**config.mk**
```make
export PLATFORM = sky130hd
export DESIGN_NAME = diff_drive_mixer_with_watchdog
export DESIGN_NICKNAME = d
export VERILOG_FILES = /design/src/design/ddm_pkg.sv /design/src/design/ddm_queue.sv /design/src/design/ddm_front.sv /design/src/design/ddm_back.sv /design/src/design/diff_drive_mixer_with_watchdog.sv
export VERILOG_INCLUDE_DIRS = /design/src /design/src/design
export SDC_FILE = /design/constraint.sdc
export NUM_CORES = 2
export LEC_CHECK = 0
export BUFFER_PORTS_ARGS = -buffer_cell sky130_fd_sc_hd__clkbuf_2
export CAP_MARGIN = 20
export CELL_PAD_IN_SITES_DETAIL_PLACEMENT = 1
export CELL_PAD_IN_SITES_GLOBAL_PLACEMENT = 2
export CORE_MARGIN = 3
export CORE_UTILIZATION = 41
export DETAILED_ROUTE_END_ITERATION = 7
export PLACE_DENSITY_LB_ADDON = 0.25
export SYNTH_ARGS = -nofsm -noshare
export SYNTH_HDL_FRONTEND = slang
export SYNTH_SLANG_ARGS = --single-unit
```
**constraint.sdc**
```tcl
create_clock -name clk -period 14.77 [get_ports clk]
set_input_delay 1.477 -clock clk [delete_from_list [all_inputs] [get_ports clk]]
set_output_delay 1.477 -clock clk [all_outputs]
set_load 0.05 [all_outputs]
```
**src/design/assert_macros.svh**
```systemverilog
// ----------------------------------------------------------------------------
// assert_macros.svh
// concurrent assertion macros clocked on clk, disabled while rst_n is low
// ----------------------------------------------------------------------------
`ifndef ASSERT_MACROS_SVH
`define ASSERT_MACROS_SVH

`ifndef ASSERT_OFF

`define ASSERT_CLK(lbl, prop) \
  lbl: assert property (@(posedge clk) disable iff (!rst_n) prop) \
    else $error("%m: assertion failed");

`define ASSERT_NEVER(lbl, cond) \
  `ASSERT_CLK(lbl, !(cond))

`else

`define ASSERT_CLK(lbl, prop)

`define ASSERT_NEVER(lbl, cond)

`endif

`endif

```
**src/design/ddm_pkg.sv**
```systemverilog
// ----------------------------------------------------------------------------
// ddm_pkg
// shared types and constants of the differential drive mixer
// ----------------------------------------------------------------------------
package ddm_pkg;

  localparam int FRAC_BITS      = 12;
  localparam int POLL_PERIOD_MS = 25;
  localparam int QDEPTH         = 4;
  localparam int QAW            = $clog2(QDEPTH);
  localparam int QCW            = $clog2(QDEPTH + 1);

  // configuration register indexes
  localparam logic [2:0] REG_LINEAR_LIMIT  = 3'd0;
  localparam logic [2:0] REG_ANGULAR_LIMIT = 3'd1;
  localparam logic [2:0] REG_SCALE_FACTOR  = 3'd2;
  localparam logic [2:0] REG_TRACK_WIDTH   = 3'd3;
  localparam logic [2:0] REG_WHEEL_LIMIT   = 3'd4;
  localparam logic [2:0] REG_TURN_BOOST    = 3'd5;
  localparam logic [2:0] REG_TIMEOUT_MS    = 3'd6;
  localparam logic [2:0] REG_MIN_GAP_MS    = 3'd7;

  localparam logic [14:0] RST_LINEAR_LIMIT  = 15'd4096;
  localparam logic [14:0] RST_ANGULAR_LIMIT = 15'd4096;
  localparam logic [14:0] RST_SCALE_FACTOR  = 15'd4096;
  localparam logic [14:0] RST_TRACK_WIDTH   = 15'd819;
  localparam logic [14:0] RST_WHEEL_LIMIT   = 15'd4096;
  localparam logic [14:0] RST_TURN_BOOST    = 15'd0;
  localparam logic [15:0] RST_TIMEOUT_MS    = 16'd500;
  localparam logic [15:0] RST_MIN_GAP_MS    = 16'd0;

  typedef enum logic [1:0] {
    OP_CMD,
    OP_TICK,
    OP_STOP
  } op_t;

  typedef struct packed {
    op_t                op;
    logic signed [15:0] lin;
    logic signed [15:0] ang;
  } qent_t;

  typedef struct packed {
    logic [14:0] linear_limit;
    logic [14:0] angular_limit;
    logic [14:0] scale_factor;
    logic [14:0] track_width;
    logic [14:0] wheel_limit;
    logic [14:0] turn_boost;
    logic [15:0] timeout_ms;
    logic [15:0] min_gap_ms;
  } cfg_t;

  typedef struct packed {
    logic               published;
    logic               sent;
    logic signed [15:0] exec_linear;
    logic signed [15:0] exec_angular;
    logic signed [15:0] left_wheel;
    logic signed [15:0] right_wheel;
    logic               moving;
  } res_t;

  typedef enum logic [2:0] {
    ST_IDLE,
    ST_MX,
    ST_MZ,
    ST_MH,
    ST_FIN
  } back_st_t;

endpackage

```
**src/design/ddm_queue.sv**
```systemverilog
// ----------------------------------------------------------------------------
// ddm_queue
// short word queue between the classifier and the execution unit
// ----------------------------------------------------------------------------
module ddm_queue
  import ddm_pkg::*;
(
  input  logic  clk,
  input  logic  rst_n,
  input  logic  wr,
  input  qent_t wdata,
  input  logic  rd,
  output qent_t rdata,
  output logic  full,
  output logic  empty
);

  qent_t          mem_r [QDEPTH];
  logic [QAW-1:0] wp_r, wp_nxt;
  logic [QAW-1:0] rp_r, rp_nxt;
  logic [QCW-1:0] cnt_r, cnt_nxt;
  logic           do_wr, do_rd;

  assign full  = (cnt_r == QCW'(QDEPTH));
  assign empty = (cnt_r == '0);
  assign do_wr = wr && !full;
  assign do_rd = rd && !empty;
  assign rdata = mem_r[rp_r];

  always_comb begin
    wp_nxt  = do_wr ? QAW'(wp_r + 1'b1) : wp_r;
    rp_nxt  = do_rd ? QAW'(rp_r + 1'b1) : rp_r;
    cnt_nxt = cnt_r;
    if (do_wr && !do_rd) begin
      cnt_nxt = QCW'(cnt_r + 1'b1);
    end else if (do_rd && !do_wr) begin
      cnt_nxt = QCW'(cnt_r - 1'b1);
    end
  end

  always_ff @(posedge clk) begin
    if (!rst_n) begin
      wp_r  <= '0;
      rp_r  <= '0;
      cnt_r <= '0;
    end else begin
      wp_r  <= wp_nxt;
      rp_r  <= rp_nxt;
      cnt_r <= cnt_nxt;
    end
  end

  always_ff @(posedge clk) begin
    if (do_wr) begin
      mem_r[wp_r] <= wdata;
    end
  end

endmodule

```
**src/design/ddm_front.sv**
```systemverilog
// ----------------------------------------------------------------------------
// ddm_front
// accepts commands and ticks, runs the command timer and watchdog poll
// ----------------------------------------------------------------------------
module ddm_front
  import ddm_pkg::*;
(
  input  logic               clk,
  input  logic               rst_n,
  input  logic               push,
  input  logic               kind,
  input  logic signed [15:0] linear_in,
  input  logic signed [15:0] angular_in,
  input  logic               q_full,
  input  logic [15:0]        timeout_ms,
  output logic               q_wr,
  output qent_t              q_wdata
);

  logic [15:0] cmd_ms_r, cmd_ms_nxt;
  logic [4:0]  poll_r, poll_nxt;
  logic [4:0]  poll_inc;
  logic [15:0] cmd_ms_inc;

  assign q_wr       = push && !q_full;
  assign poll_inc   = 5'(poll_r + 1'b1);
  assign cmd_ms_inc = (cmd_ms_r == 16'hFFFF) ? cmd_ms_r : 16'(cmd_ms_r + 1'b1);

  always_comb begin
    cmd_ms_nxt    = cmd_ms_r;
    poll_nxt      = poll_r;
    q_wdata.op    = OP_CMD;
    q_wdata.lin   = linear_in;
    q_wdata.ang   = angular_in;
    if (kind) begin
      cmd_ms_nxt  = cmd_ms_inc;
      poll_nxt    = poll_inc;
      q_wdata.op  = OP_TICK;
      q_wdata.lin = '0;
      q_wdata.ang = '0;
      if (poll_inc >= 5'(POLL_PERIOD_MS)) begin
        poll_nxt = '0;
        if (cmd_ms_inc > timeout_ms) begin
          q_wdata.op = OP_STOP;
        end
      end
    end else begin
      cmd_ms_nxt = '0;
    end
  end

  always_ff @(posedge clk) begin
    if (!rst_n) begin
      cmd_ms_r <= '0;
      poll_r   <= '0;
    end else if (q_wr) begin
      cmd_ms_r <= cmd_ms_nxt;
      poll_r   <= poll_nxt;
    end
  end

endmodule

```
**src/design/ddm_back.sv**
```systemverilog
// ----------------------------------------------------------------------------
// ddm_back
// executes queued words on one shared multiplier and holds the result
// ----------------------------------------------------------------------------
`include "assert_macros.svh"

module ddm_back
  import ddm_pkg::*;
(
  input  logic  clk,
  input  logic  rst_n,
  input  cfg_t  cfg,
  input  logic  q_empty,
  input  qent_t q_data,
  output logic  q_rd,
  input  logic  pop,
  output logic  empty,
  output res_t  res
);

  localparam int MW = 32 - FRAC_BITS;
  localparam int HW = 31 - FRAC_BITS;
  localparam logic signed [15:0] DEADBAND = 16'((1 << FRAC_BITS) / 1000);

  function automatic logic signed [15:0] clamp_in(logic signed [15:0] v, logic [14:0] lim);
    logic signed [15:0] l;
    l = $signed({1'b0, lim});
    if (v > l) return l;
    if (v < -l) return -l;
    return v;
  endfunction

  function automatic logic signed [15:0] sat_mw(logic signed [MW-1:0] v);
    if (v > MW'(32767)) return 16'sh7FFF;
    if (v < -MW'(32768)) return 16'sh8000;
    return 16'(v);
  endfunction

  function automatic logic signed [15:0] clamp_mw(logic signed [MW-1:0] v, logic [14:0] lim);
    logic signed [MW-1:0] l;
    l = $signed({{(MW-15){1'b0}}, lim});
    if (v > l) return 16'(l);
    if (v < -l) return 16'(-l);
    return 16'(v);
  endfunction

  function automatic logic signed [15:0] boost(logic signed [15:0] w, logic [14:0] b);
    logic signed [MW-1:0] wx, bx;
    wx = {{(MW-16){w[15]}}, w};
    bx = $signed({{(MW-15){1'b0}}, b});
    return sat_mw(w[15] ? MW'(wx - bx) : MW'(wx + bx));
  endfunction

  back_st_t           st_r, st_nxt;
  op_t                op_r, op_nxt;
  logic signed [15:0] lin_r, lin_nxt, ang_r, ang_nxt;
  logic signed [15:0] x_r, x_nxt, z_r, z_nxt;
  logic signed [31:0] prod_r, prod_nxt, prod_c;
  logic signed [15:0] mul_a, mul_b;
  logic [15:0]        send_ms_r, send_ms_nxt, send_inc;
  logic               moving_r, moving_nxt;
  logic               out_valid_r, out_valid_nxt;
  res_t               res_r, res_nxt;
  logic               wr_res, out_free, out_pop;
  logic signed [15:0] scl_c;
  logic signed [MW-1:0] xw, half;
  logic signed [15:0] l0, r0;
  logic               xnz, znz, send_ok;

  assign out_pop  = pop && out_valid_r;
  assign out_free = !out_valid_r || out_pop;
  assign empty    = !out_valid_r;
  assign res      = res_r;

  assign prod_c   = mul_a * mul_b;
  assign scl_c    = sat_mw(prod_r[31:FRAC_BITS]);
  assign send_inc = (send_ms_r == 16'hFFFF) ? send_ms_r : 16'(send_ms_r + 1'b1);
  assign xw       = {{(MW-16){x_r[15]}}, x_r};
  assign half     = {{(MW-HW){prod_r[31]}}, prod_r[31:FRAC_BITS+1]};
  assign l0       = clamp_mw(MW'(xw - half), cfg.wheel_limit);
  assign r0       = clamp_mw(MW'(xw + half), cfg.wheel_limit);
  assign xnz      = (x_r > DEADBAND) || (x_r < -DEADBAND);
  assign znz      = (z_r > DEADBAND) || (z_r < -DEADBAND);
  assign send_ok  = (send_ms_r >= cfg.min_gap_ms);

  always_comb begin
    st_nxt = st_r;
    case (st_r)
      ST_IDLE: begin
        if (!q_empty && q_data.op != OP_TICK) st_nxt = ST_MX;
      end
      ST_MX:   st_nxt = ST_MZ;
      ST_MZ:   st_nxt = ST_MH;
      ST_MH:   st_nxt = ST_FIN;
      ST_FIN: begin
        if (out_free) st_nxt = ST_IDLE;
      end
      default: st_nxt = ST_IDLE;
    endcase
  end

  always_comb begin
    q_rd        = 1'b0;
    wr_res      = 1'b0;
    op_nxt      = op_r;
    lin_nxt     = lin_r;
    ang_nxt     = ang_r;
    x_nxt       = x_r;
    z_nxt       = z_r;
    prod_nxt    = prod_r;
    send_ms_nxt = send_ms_r;
    moving_nxt  = moving_r;
    res_nxt     = res_r;
    mul_a       = '0;
    mul_b       = '0;
    case (st_r)
      ST_IDLE: begin
        if (!q_empty) begin
          if (q_data.op == OP_TICK) begin
            if (out_free) begin
              q_rd        = 1'b1;
              wr_res      = 1'b1;
              send_ms_nxt = send_inc;
              res_nxt     = '0;
              res_nxt.moving = moving_r;
            end
          end else begin
            q_rd    = 1'b1;
            op_nxt  = q_data.op;
            lin_nxt = q_data.lin;
            ang_nxt = q_data.ang;
            if (q_data.op == OP_STOP) send_ms_nxt = send_inc;
          end
        end
      end
      ST_MX: begin
        mul_a    = clamp_in(lin_r, cfg.linear_limit);
        mul_b    = $signed({1'b0, cfg.scale_factor});
        prod_nxt = prod_c;
      end
      ST_MZ: begin
        x_nxt    = scl_c;
        mul_a    = clamp_in(ang_r, cfg.angular_limit);
        mul_b    = $signed({1'b0, cfg.scale_factor});
        prod_nxt = prod_c;
      end
      ST_MH: begin
        z_nxt    = scl_c;
        mul_a    = scl_c;
        mul_b    = $signed({1'b0, cfg.track_width});
        prod_nxt = prod_c;
      end
      ST_FIN: begin
        if (out_free) begin
          wr_res               = 1'b1;
          moving_nxt           = (op_r == OP_STOP) ? 1'b0 : (xnz || znz);
          res_nxt.published    = 1'b1;
          res_nxt.sent         = send_ok;
          res_nxt.exec_linear  = x_r;
          res_nxt.exec_angular = z_r;
          res_nxt.moving       = moving_nxt;
          res_nxt.left_wheel   = '0;
          res_nxt.right_wheel  = '0;
          if (send_ok) begin
            send_ms_nxt = '0;
            if (!xnz && znz) begin
              res_nxt.left_wheel  = boost(l0, cfg.turn_boost);
              res_nxt.right_wheel = boost(r0, cfg.turn_boost);
            end else begin
              res_nxt.left_wheel  = l0;
              res_nxt.right_wheel = r0;
            end
          end
        end
      end
      default: begin
        q_rd = 1'b0;
      end
    endcase
  end

  always_comb begin
    out_valid_nxt = out_valid_r;
    if (wr_res) begin
      out_valid_nxt = 1'b1;
    end else if (out_pop) begin
      out_valid_nxt = 1'b0;
    end
  end

  always_ff @(posedge clk) begin
    if (!rst_n) begin
      st_r        <= ST_IDLE;
      op_r        <= OP_CMD;
      send_ms_r   <= 16'hFFFF;
      moving_r    <= 1'b0;
      out_valid_r <= 1'b0;
    end else begin
      st_r        <= st_nxt;
      op_r        <= op_nxt;
      send_ms_r   <= send_ms_nxt;
      moving_r    <= moving_nxt;
      out_valid_r <= out_valid_nxt;
    end
  end

  always_ff @(posedge clk) begin
    lin_r  <= lin_nxt;
    ang_r  <= ang_nxt;
    x_r    <= x_nxt;
    z_r    <= z_nxt;
    prod_r <= prod_nxt;
    res_r  <= res_nxt;
  end

  `ASSERT_CLK(a_res_kept, out_valid_r && !pop |=> out_valid_r && $stable(res_r))
  `ASSERT_CLK(a_sent_pub, out_valid_r && res_r.sent |-> res_r.published)
  `ASSERT_CLK(a_send_clear, wr_res && res_nxt.sent |=> send_ms_r == 16'd0)
  `ASSERT_NEVER(a_no_tick_busy, st_r != ST_IDLE && op_r == OP_TICK)
  `ASSERT_CLK(a_quiet_zero, out_valid_r && !res_r.published |-> res_r.left_wheel == 16'sd0)

endmodule

```
**src/design/diff_drive_mixer_with_watchdog.sv**
```systemverilog
// ----------------------------------------------------------------------------
// diff_drive_mixer_with_watchdog
// twist to wheel speed mixer with rate limit and command watchdog
// ----------------------------------------------------------------------------
// input side: a word is taken when push is high and full is low. kind 0 is a
// velocity command (linear_in, angular_in, Q4.12), kind 1 a 1 ms tick.
// result side: every word gives one result; it sits on the out_ ports while
// empty is low and leaves when pop is high. a stalled receiver keeps the
// result; up to five more words wait inside (four in the internal queue, one
// in the execution unit), then full rises.
// cfg side: cfg_ready is always high; cfg_index selects one of eight limits
// and timers; the user must write them only while no word is in flight, as
// the block does not enforce it. timing: a tick result is written as the
// tick leaves the queue; a command passes the states MX, MZ, MH and FIN of
// the execution unit, as its three products (two scalings and mix term) go
// through one multiplier; ticks drain at one per cycle while pop keeps up.
// reset: synchronous, active low; empties queue and result register, clears
// the timers (time since last send reads as saturated) and the moving flag,
// and loads the default limits.
// ----------------------------------------------------------------------------
module diff_drive_mixer_with_watchdog
  import ddm_pkg::*;
(
  input  logic               clk,
  input  logic               rst_n,
  input  logic               push,
  output logic               full,
  input  logic               in_kind,
  input  logic signed [15:0] in_linear_in,
  input  logic signed [15:0] in_angular_in,
  output logic               empty,
  input  logic               pop,
  output logic               out_published,
  output logic               out_sent,
  output logic signed [15:0] out_exec_linear,
  output logic signed [15:0] out_exec_angular,
  output logic signed [15:0] out_left_wheel,
  output logic signed [15:0] out_right_wheel,
  output logic               out_moving,
  input  logic               cfg_valid,
  output logic               cfg_ready,
  input  logic [2:0]         cfg_index,
  input  logic [15:0]        cfg_data
);

  cfg_t  cfg_r, cfg_nxt;
  qent_t q_wdata, q_rdata;
  logic  q_wr, q_rd, q_empty;
  res_t  res;

  assign cfg_ready = 1'b1;

  always_comb begin
    cfg_nxt = cfg_r;
    if (cfg_valid) begin
      case (cfg_index)
        REG_LINEAR_LIMIT:  cfg_nxt.linear_limit  = cfg_data[14:0];
        REG_ANGULAR_LIMIT: cfg_nxt.angular_limit = cfg_data[14:0];
        REG_SCALE_FACTOR:  cfg_nxt.scale_factor  = cfg_data[14:0];
        REG_TRACK_WIDTH:   cfg_nxt.track_width   = cfg_data[14:0];
        REG_WHEEL_LIMIT:   cfg_nxt.wheel_limit   = cfg_data[14:0];
        REG_TURN_BOOST:    cfg_nxt.turn_boost    = cfg_data[14:0];
        REG_TIMEOUT_MS:    cfg_nxt.timeout_ms    = cfg_data;
        REG_MIN_GAP_MS:    cfg_nxt.min_gap_ms    = cfg_data;
        default:           cfg_nxt = cfg_r;
      endcase
    end
  end

  always_ff @(posedge clk) begin
    if (!rst_n) begin
      cfg_r.linear_limit  <= RST_LINEAR_LIMIT;
      cfg_r.angular_limit <= RST_ANGULAR_LIMIT;
      cfg_r.scale_factor  <= RST_SCALE_FACTOR;
      cfg_r.track_width   <= RST_TRACK_WIDTH;
      cfg_r.wheel_limit   <= RST_WHEEL_LIMIT;
      cfg_r.turn_boost    <= RST_TURN_BOOST;
      cfg_r.timeout_ms    <= RST_TIMEOUT_MS;
      cfg_r.min_gap_ms    <= RST_MIN_GAP_MS;
    end else begin
      cfg_r <= cfg_nxt;
    end
  end

  ddm_front u_front (
    .clk        (clk),
    .rst_n      (rst_n),
    .push       (push),
    .kind       (in_kind),
    .linear_in  (in_linear_in),
    .angular_in (in_angular_in),
    .q_full     (full),
    .timeout_ms (cfg_r.timeout_ms),
    .q_wr       (q_wr),
    .q_wdata    (q_wdata)
  );

  ddm_queue u_queue (
    .clk   (clk),
    .rst_n (rst_n),
    .wr    (q_wr),
    .wdata (q_wdata),
    .rd    (q_rd),
    .rdata (q_rdata),
    .full  (full),
    .empty (q_empty)
  );

  ddm_back u_back (
    .clk     (clk),
    .rst_n   (rst_n),
    .cfg     (cfg_r),
    .q_empty (q_empty),
    .q_data  (q_rdata),
    .q_rd    (q_rd),
    .pop     (pop),
    .empty   (empty),
    .res     (res)
  );

  assign out_published    = res.published;
  assign out_sent         = res.sent;
  assign out_exec_linear  = res.exec_linear;
  assign out_exec_angular = res.exec_angular;
  assign out_left_wheel   = res.left_wheel;
  assign out_right_wheel  = res.right_wheel;
  assign out_moving       = res.moving;

endmodule
```
Word level (Yosys, flattened, before mapping)

Memory sizes are Yosys's and may differ from the RTL's. A register that Yosys moved wholly into a read port is not among the register bits.
Cells that the tools add are included.

Reduce and logical (&&, ||, !) cells: 40
Magnitude comparators: 21
Bitwise logic cells: 2
Muxes and demuxes: 113
$add $sub $neg: 16
Equality and inequality tests: 26
Multipliers: 1

Operator list:

| operator                                                                           | count |
|---|---|
| 16-bit two-way mux                                                                 | 37 |
| 67-bit two-way mux                                                                 | 4 |
| 67-bit case mux with 2 select lines                                                | 1 |
| 32-bit two-way mux                                                                 | 2 |
| 20-bit by 16-bit greater-than comparator with 1-bit output (second input constant) | 3 |
| 20-bit by 16-bit less-than comparator with 1-bit output (second input constant)    | 3 |
| 1-bit two-way mux                                                                  | 52 |
| 16-bit greater-than comparator                                                     | 3 |
| 16-bit case mux with 3 select lines                                                | 1 |
| 20-bit by 16-bit greater-than comparator with 1-bit output                         | 2 |
| 20-bit less-than comparator                                                        | 2 |
| 20-bit two-way mux                                                                 | 2 |
| 16-bit by 16-bit adder with 17-bit output                                          | 2 |
| 34-bit two-way mux                                                                 | 1 |
| 16-bit by 16-bit subtractor with 17-bit output                                     | 2 |
| 16-bit by 1-bit adder with 16-bit output (second input constant)                   | 2 |
| 16-bit == test (second input constant)                                             | 2 |
| 16-bit by 4-bit greater-than comparator with 1-bit output (second input constant)  | 2 |
| 16-bit less-than comparator                                                        | 2 |
| 16-bit by 3-bit less-than comparator with 1-bit output (second input constant)     | 2 |
| 16-bit by 16-bit multiplier with 32-bit output                                     | 1 |
| 15-bit negator with 16-bit output                                                  | 2 |
| 16-bit case mux with 2 select lines                                                | 1 |
| 15-bit case mux with 2 select lines                                                | 1 |
| 35 further kinds                                                                   | 87 |

Output and inout port bits: 70
RAM bits: 136
Word-level logic and storage cells: 250
Memories kept: 1
Flip-flop bits (word level): 336
Input bits: 57

Memories:

| name          | words | width | read ports | clocked after Yosys merged registers in | write ports | line            | text |
|---|---|---|---|---|---|---|---|
| u_queue.mem_r | 4     | 34    | 1          | 1                                       | 1           | ddm_queue.sv:18 | `qent_t mem_r [QDEPTH];` |

Depth between registers and ports, before layout

Word-level depth: 25
Gate-level depth with buffers: 48
Mapped depth without buffers: 44

Hierarchy

Synthesis repeated with hierarchy kept, for this count alone.

Cell total of the unflattened synthesis: 3920
Area total of the unflattened synthesis: 38192.9 um2

Modules (own cells, without submodules):

| module                         | times used | seq. area each (um2) | cells each | area an instance (um2) |
|---|---|---|---|---|
| ddm_back                       | 1          | 4994.8               | 2968       | 26088.8 |
| ddm_queue                      | 1          | 4264.1               | 226        | 5444.0 |
| diff_drive_mixer_with_watchdog | 1          | 2442.3               | 438        | 4571.9 |
| ddm_front                      | 1          | 420.4                | 288        | 2088.3 |

Worst setup path after synthesis

OpenSTA, ideal clock, no wires.

Kind: reg-to-reg
From: reg cfg_r[92] (netlist name)
To: reg u_back.prod_r[31] (data pin)
Library setup time: 0.258 ns
Cell stages (with the launch flop): 45
Slack: 3.789 ns
Clock period less this slack: 10.981 ns
Path buffers: 3
Arrival: 10.723 ns
Data required time: 14.512 ns
Cell sequence: dfxtp_1 or3_4 or3_4 or3_4 or3_4 or3_4 or3_4 xnor2_1 ha_1 and4_1 nand3_1 a2111o_1 a31o_2 nand2_1 clkbuf_1 clkbuf_1 nor2_1 o21ai_0 [9 not listed] inv_1 fa_1 fa_1 inv_1 fa_1 inv_1 ha_1 a21oi_1 o21bai_1 a21o_1 o21ai_0 nor2_1 a211oi_1 o31ai_2 a211oi_1 o21bai_1 a21o_1 xnor2_1

Cells in the longest elaborated chain, start to end: 9
Elaborated cells on any way between the ends: 14
Those cells by class: 1 x add/sub; 1 x mul; 2 x order compare; 10 x mux

Ends and longest elaborated chain:

| item                                             | line                                 | text |
|---|---|---|
| from (decl)                                      | diff_drive_mixer_with_watchdog.sv:46 | `cfg_t cfg_r, cfg_nxt;` |
| from (signal assigned)                           | diff_drive_mixer_with_watchdog.sv:81 | `cfg_r <= cfg_nxt;` |
| 15-bit negator with 16-bit output                | ddm_back.sv:29                       | `if (v < -l) return -l;` |
| 16-bit less-than comparator                      | ddm_back.sv:29                       |  |
| 1-bit two-way mux (2 in a row)                   | ddm_back.sv:29                       |  |
| 1-bit two-way mux                                | ddm_back.sv:116                      | `case (st_r)` |
| 16-bit two-way mux                               | ddm_back.sv:30                       | `return v;` |
| 16-bit two-way mux *                             | ddm_back.sv:29                       |  |
| 16-bit case mux with 3 select lines *            | ddm_back.sv:116                      |  |
| 16-bit by 16-bit multiplier with 32-bit output * | ddm_back.sv:75                       | `assign prod_c = mul_a * mul_b;` |
| net u_back.prod_c[31]                            | ddm_back.sv:58                       | `logic signed [31:0] prod_r, prod_nxt, prod_c;` |
| to (signal assigned)                             | ddm_back.sv:212                      | `prod_r <= prod_nxt;` |
| to (decl)                                        | ddm_back.sv:58                       |  |

Mark *: on every way through the listed nets, which the timed path passes. The rest lies on a longest branch. The select of a mux whose other input is x is not followed.
A chain may end at the register's enable or synchronous reset.

Worst setup path in the final report

Ends and elaborated chain as after synthesis.

==> impl_table.tex <==
\begin{tabular}{lr}
\hline
Metric & Value \\
\hline
\multicolumn{2}{l}{\textbf{Outcome}} \\
\quad Run status & finished clean \\
\multicolumn{2}{l}{\textbf{Setup path}} \\
\quad Crit start category & flip-flop \\
\quad Endpoint class of the critical path & flip-flop \\
\quad Flop-to-flop setup slack & 3020 ps \\
\quad Delay of the slowest critical-path stage & 570 ps \\
\quad Crit Path Class & reg -> reg \\
\quad Arrival time of the worst setup path & between 10000 and 15000 ps \\
\quad Cell with the biggest individual delay on the critical path & sky130\_fd\_sc\_hd\_\_fa\_1 \\
\quad WP data required & 15130 ps \\
\quad Maximum fanout count along the critical path & 38 \\
\multicolumn{2}{l}{\textbf{Clocking}} \\
\quad Post\_cts resized & 0 \\
\quad \# Post-CTS Setup Buffers & 0 \\
\quad Maximum count of clock buffers along a single path & 3 \\
\quad Insertion delay to the later sink of the worst-skew pair & 640 ps \\
\quad CTS hold repair buffers & 0 \\
\quad CTS Buf Count & between 50 and 60 \\
\quad Root buf cell & sky130\_fd\_sc\_hd\_\_clkbuf\_16 \\
\quad Worst-path clk slew & 60 ps \\
\quad \# clock sinks & 462 \\
\quad CTS H-Tree Depth & 2 \\
\quad Clock tree from TritonCTS & yes \\
\multicolumn{2}{l}{\textbf{Floorplan}} \\
\quad I/O Pins & about 130 \\
\quad Die boundary height & 309 um \\
\quad Standard-cell rows & 110 \\
\quad Initial Utilization & 41.5\% \\
\quad Die Wd & 309 um \\
\quad Core area & 90400 um\^{}2 \\
\quad Die footprint & 95300 um\^{}2 \\
\multicolumn{2}{l}{\textbf{Synthesis}} \\
\quad Multiplexer fraction of the synthesized cell area & between 2 and 3\% \\
\quad Instance count of the mapped netlist & 4003 \\
\quad Average footprint of a synthesized cell & 9.38 um\^{}2 \\
\quad Proportion of synthesized chip area in sequential cells & 32.3\% \\
\quad Async set-or-reset flop fraction in the synthesized netlist & 0\% \\
\quad Count of flip-flops with a built-in enable after synthesis & 287 \\
\quad Dominant cells by area after synthesis & sky130\_fd\_sc\_hd\_\_edfxtp\_1 23\%, sky130\_fd\_sc\_hd\_\_fa\_1 13\%, sky130\_fd\_sc\_hd\_\_ha\_1 11\% \\
\quad Mapped Nets & 4630 \\
\quad Main combinational cell family by area after synthesis & adder cells \\
\quad Area fraction in compound gates after synthesis & 14.0\% \\
\quad Distinct cell type count of the synthesized netlist & 101 \\
\quad Most used flip-flop cell after synthesis & sky130\_fd\_sc\_hd\_\_edfxtp\_1 \\
\quad Share of synthesized cell area in full adder, half adder and majority cells & 24.0\% \\
\quad Leading cell types by count after synthesis & 527 x sky130\_fd\_sc\_hd\_\_nand2\_1, 482 x sky130\_fd\_sc\_hd\_\_inv\_1, 320 x sky130\_fd\_sc\_hd\_\_ha\_1 \\
\quad Mapped Area & 37600 um\^{}2 \\
\quad Yosys synthesis warning count & 0 \\
\quad Register bit total from synthesis & approximately 460 \\
\quad Most repeated cell in the gate-level netlist after synthesis & sky130\_fd\_sc\_hd\_\_nand2\_1 \\
\quad Synth Area in Simple Gates & 16.0\% \\
\quad Cell type contributing the most total cell area after synthesis & sky130\_fd\_sc\_hd\_\_edfxtp\_1 \\
\quad Area share of the leading cell type in the synthesized netlist & 22.9\% \\
\quad Xor-xnor portion of the synthesized cell area & approximately 3.8\% \\
\multicolumn{2}{l}{\textbf{Pwr}} \\
\quad Power density of the placed cells & 227 nW/um\^{}2 \\
\quad Peak supply drop & 0.177 mV \\
\quad Static Leak & 17.4 nW \\
\multicolumn{2}{l}{\textbf{Drt}} \\
\quad Detailed Route Iter0 Violations & 1655 \\
\quad First-pass DRT Iterations & 6 \\
\quad Post-route DRC violation count & 0 \\
\quad Count of nets left with antenna violations after detail routing & 0 \\
\quad Post-detailed-routing wire length & 117000 um \\
\quad Via Count & between 20000 and 30000 \\
\quad Detail-routed net length per standard cell & about 22 um \\
\quad Via count normalized by instance count & 5.48 \\
\multicolumn{2}{l}{\textbf{Final layout}} \\
\quad Number of inserted filler cells in the final layout & $\sim$10000 \\
\quad Net total in the final layout & 4688 \\
\quad Final design instance area without fill & between 40000 and 50000 um\^{}2 \\
\quad Layout cell share with drive strength beyond 1 & 9.50\% \\
\quad Relative area change from synthesis to final layout & 9.90\% \\
\quad Core Util, Final & 45.6\% \\
\quad Diode count & 0 \\
\multicolumn{2}{l}{\textbf{Placed design}} \\
\quad Placer's final routability congestion estimate & 0.913 \\
\quad Pre-CTS setup slack & 2550 ps \\
\quad Post-detailed-placement half-perimeter wirelength & 91300 um \\
\quad DP Area & between 30000 and 40000 um\^{}2 \\
\quad Buffers on Ports & 125 \\
\multicolumn{2}{l}{\textbf{Min path}} \\
\quad Worst min-delay path category & reg -> reg \\
\multicolumn{2}{l}{\textbf{Run}} \\
\quad \# Max-Cap Violations & 0 \\
\multicolumn{2}{l}{\textbf{STA}} \\
\quad Relative max-transition margin & between 15 and 20\% \\
\quad Final Max Tran Viols & 0 \\
\quad Slack of the critical path & 3020 ps \\
\quad Count of endpoints failing setup in the final report & 0 \\
\quad Total Neg Setup Slack & 0 ps \\
\quad Final clock period utilization by the worst path & 79.5\% \\
\quad Worst Max-Slew Pin Slew & 1230 ps \\
\quad Fmax & 85.1 MHz \\
\quad Hold Violations, Final & 0 \\
\quad Post-route clock skew & about 40 ps \\
\quad Period minus WS final & 11750 ps \\
\quad Setup repair after global routing missed its margin & no \\
\multicolumn{2}{l}{\textbf{GRT}} \\
\quad Pin count of the biggest net entering global routing & 109 \\
\quad Global Route Usage Sum & 24.4\% \\
\quad Global-route wire length before repair & around 180000 um \\
\quad Number of antenna violations at the first check in global routing & 2 \\
\quad Number of global-route vias before repair & approximately 30000 \\
\quad Overflow left after global routing & 0 \\
\hline
\end{tabular}
[routing by layer]
layer | share of wire (%) | GRT usage (%)
met1 | 45 | 32.8
met2 | 47 | 40.8
met3 | 5.1 | 4.28
met4 | 2.7 | 6.36
met5 | 0 | 0
[worst max-delay path: cells and delay by family (launching register included)]
kind            cells  cell delay [ps]
simple gates       14             3690
buf+inv             7              990
xor+xnor            2              250
fa+ha+maj           8             3710
flops               1              380
compound gates     11             2410
[worst paths after layout]
| path | startpoint | to | depth (start not counted) |
|---|---|---|---|
| max | cfg_r[92] | u_back.prod_r[31] | 42 |
| max reg2reg | cfg_r[92] | u_back.prod_r[31] | 42 |
| min reg2reg | cfg_r[6] | cfg_r[6] | 2 |
| min | cfg_r[6] | cfg_r[6] | 2 |
[kinds of logic after synthesis]
kind of cell / count (synthesis)
compound gates: 782
xor+xnor: 162
fa+ha+maj: 570
buf+inv: 675
flops: 462
mux: 67
other cells: 1
simple gates: 1284
[state kept, by name, indices dropped and copies added (netlist names), 3 cells and up, named ones only]
register / count
cfg_r: 122
u_back.ang_r: 16
u_back.lin_r: 16
u_back.prod_r: 20
u_back.res: 67
u_back.send_ms_r: 16
u_back.st_r: 3
u_back.x_r: 16
u_back.z_r: 16
u_front.cmd_ms_r: 16
u_front.poll_r: 5
u_queue.cnt_r: 3
u_queue.mem_r: 136
[layout by cell type, fill, tap and decap left out, drive strengths merged, types with 28 or more instances in the layout]
master / count
inv: 494
a21o: 41
mux4: 34
a21boi: 121
and3: 58
nand4: 38
nor3: 45
fa: 250
xnor2: 119
edfxtp: 287
o21ai: 144
a22oi: 28
ha: 320
a21oi: 187
o21a: 31
nor2: 298
nand3: 70
nand2b: 35
buf: 59
nand2: 532
dfxtp: 175
nor2b: 89
clkbuf: 191
xor2: 43
[metrics by stage]
stage / cells / hold slack (ps) / power [mW]
6_report: 5282 / 464 / 9.38
5_1_grt: 5282 / 494 / 10.2
4_1_cts: 5277 / 468 / 9.40
3_5_place_dp: 5176 / 460 / 7.96
3_3_place_gp: 5174 / 453 / 7.84
2_1_floorplan: 4003 / 441 / 6.30
[power breakdown]
part	internal (mW)	switching (mW)	leakage, nW
Combinational	2.12	3.90	12.3
Clock	0.819	0.574	0.890
Sequential	1.74	0.214	4.12
Total	4.68	4.69	17.4
[layout make-up]
| class | count | area [um^2] | share of cell area (%) |
|---|---|---|---|
| timing repair buffer | 184 | 1100 | 2.67 |
| clock buffer | 66 | 1470 | 3.56 |
| tap | 1176 | 1470 | 3.56 |
| clock inverter | 35 | 404 | 0.979 |
| sequential | 462 | 12100 | 29.4 |
| multi-input combinational | 2866 | 22900 | 55.4 |
| inverter | 493 | 1850 | 4.48 |
Power figures use the tool's default switching activity.
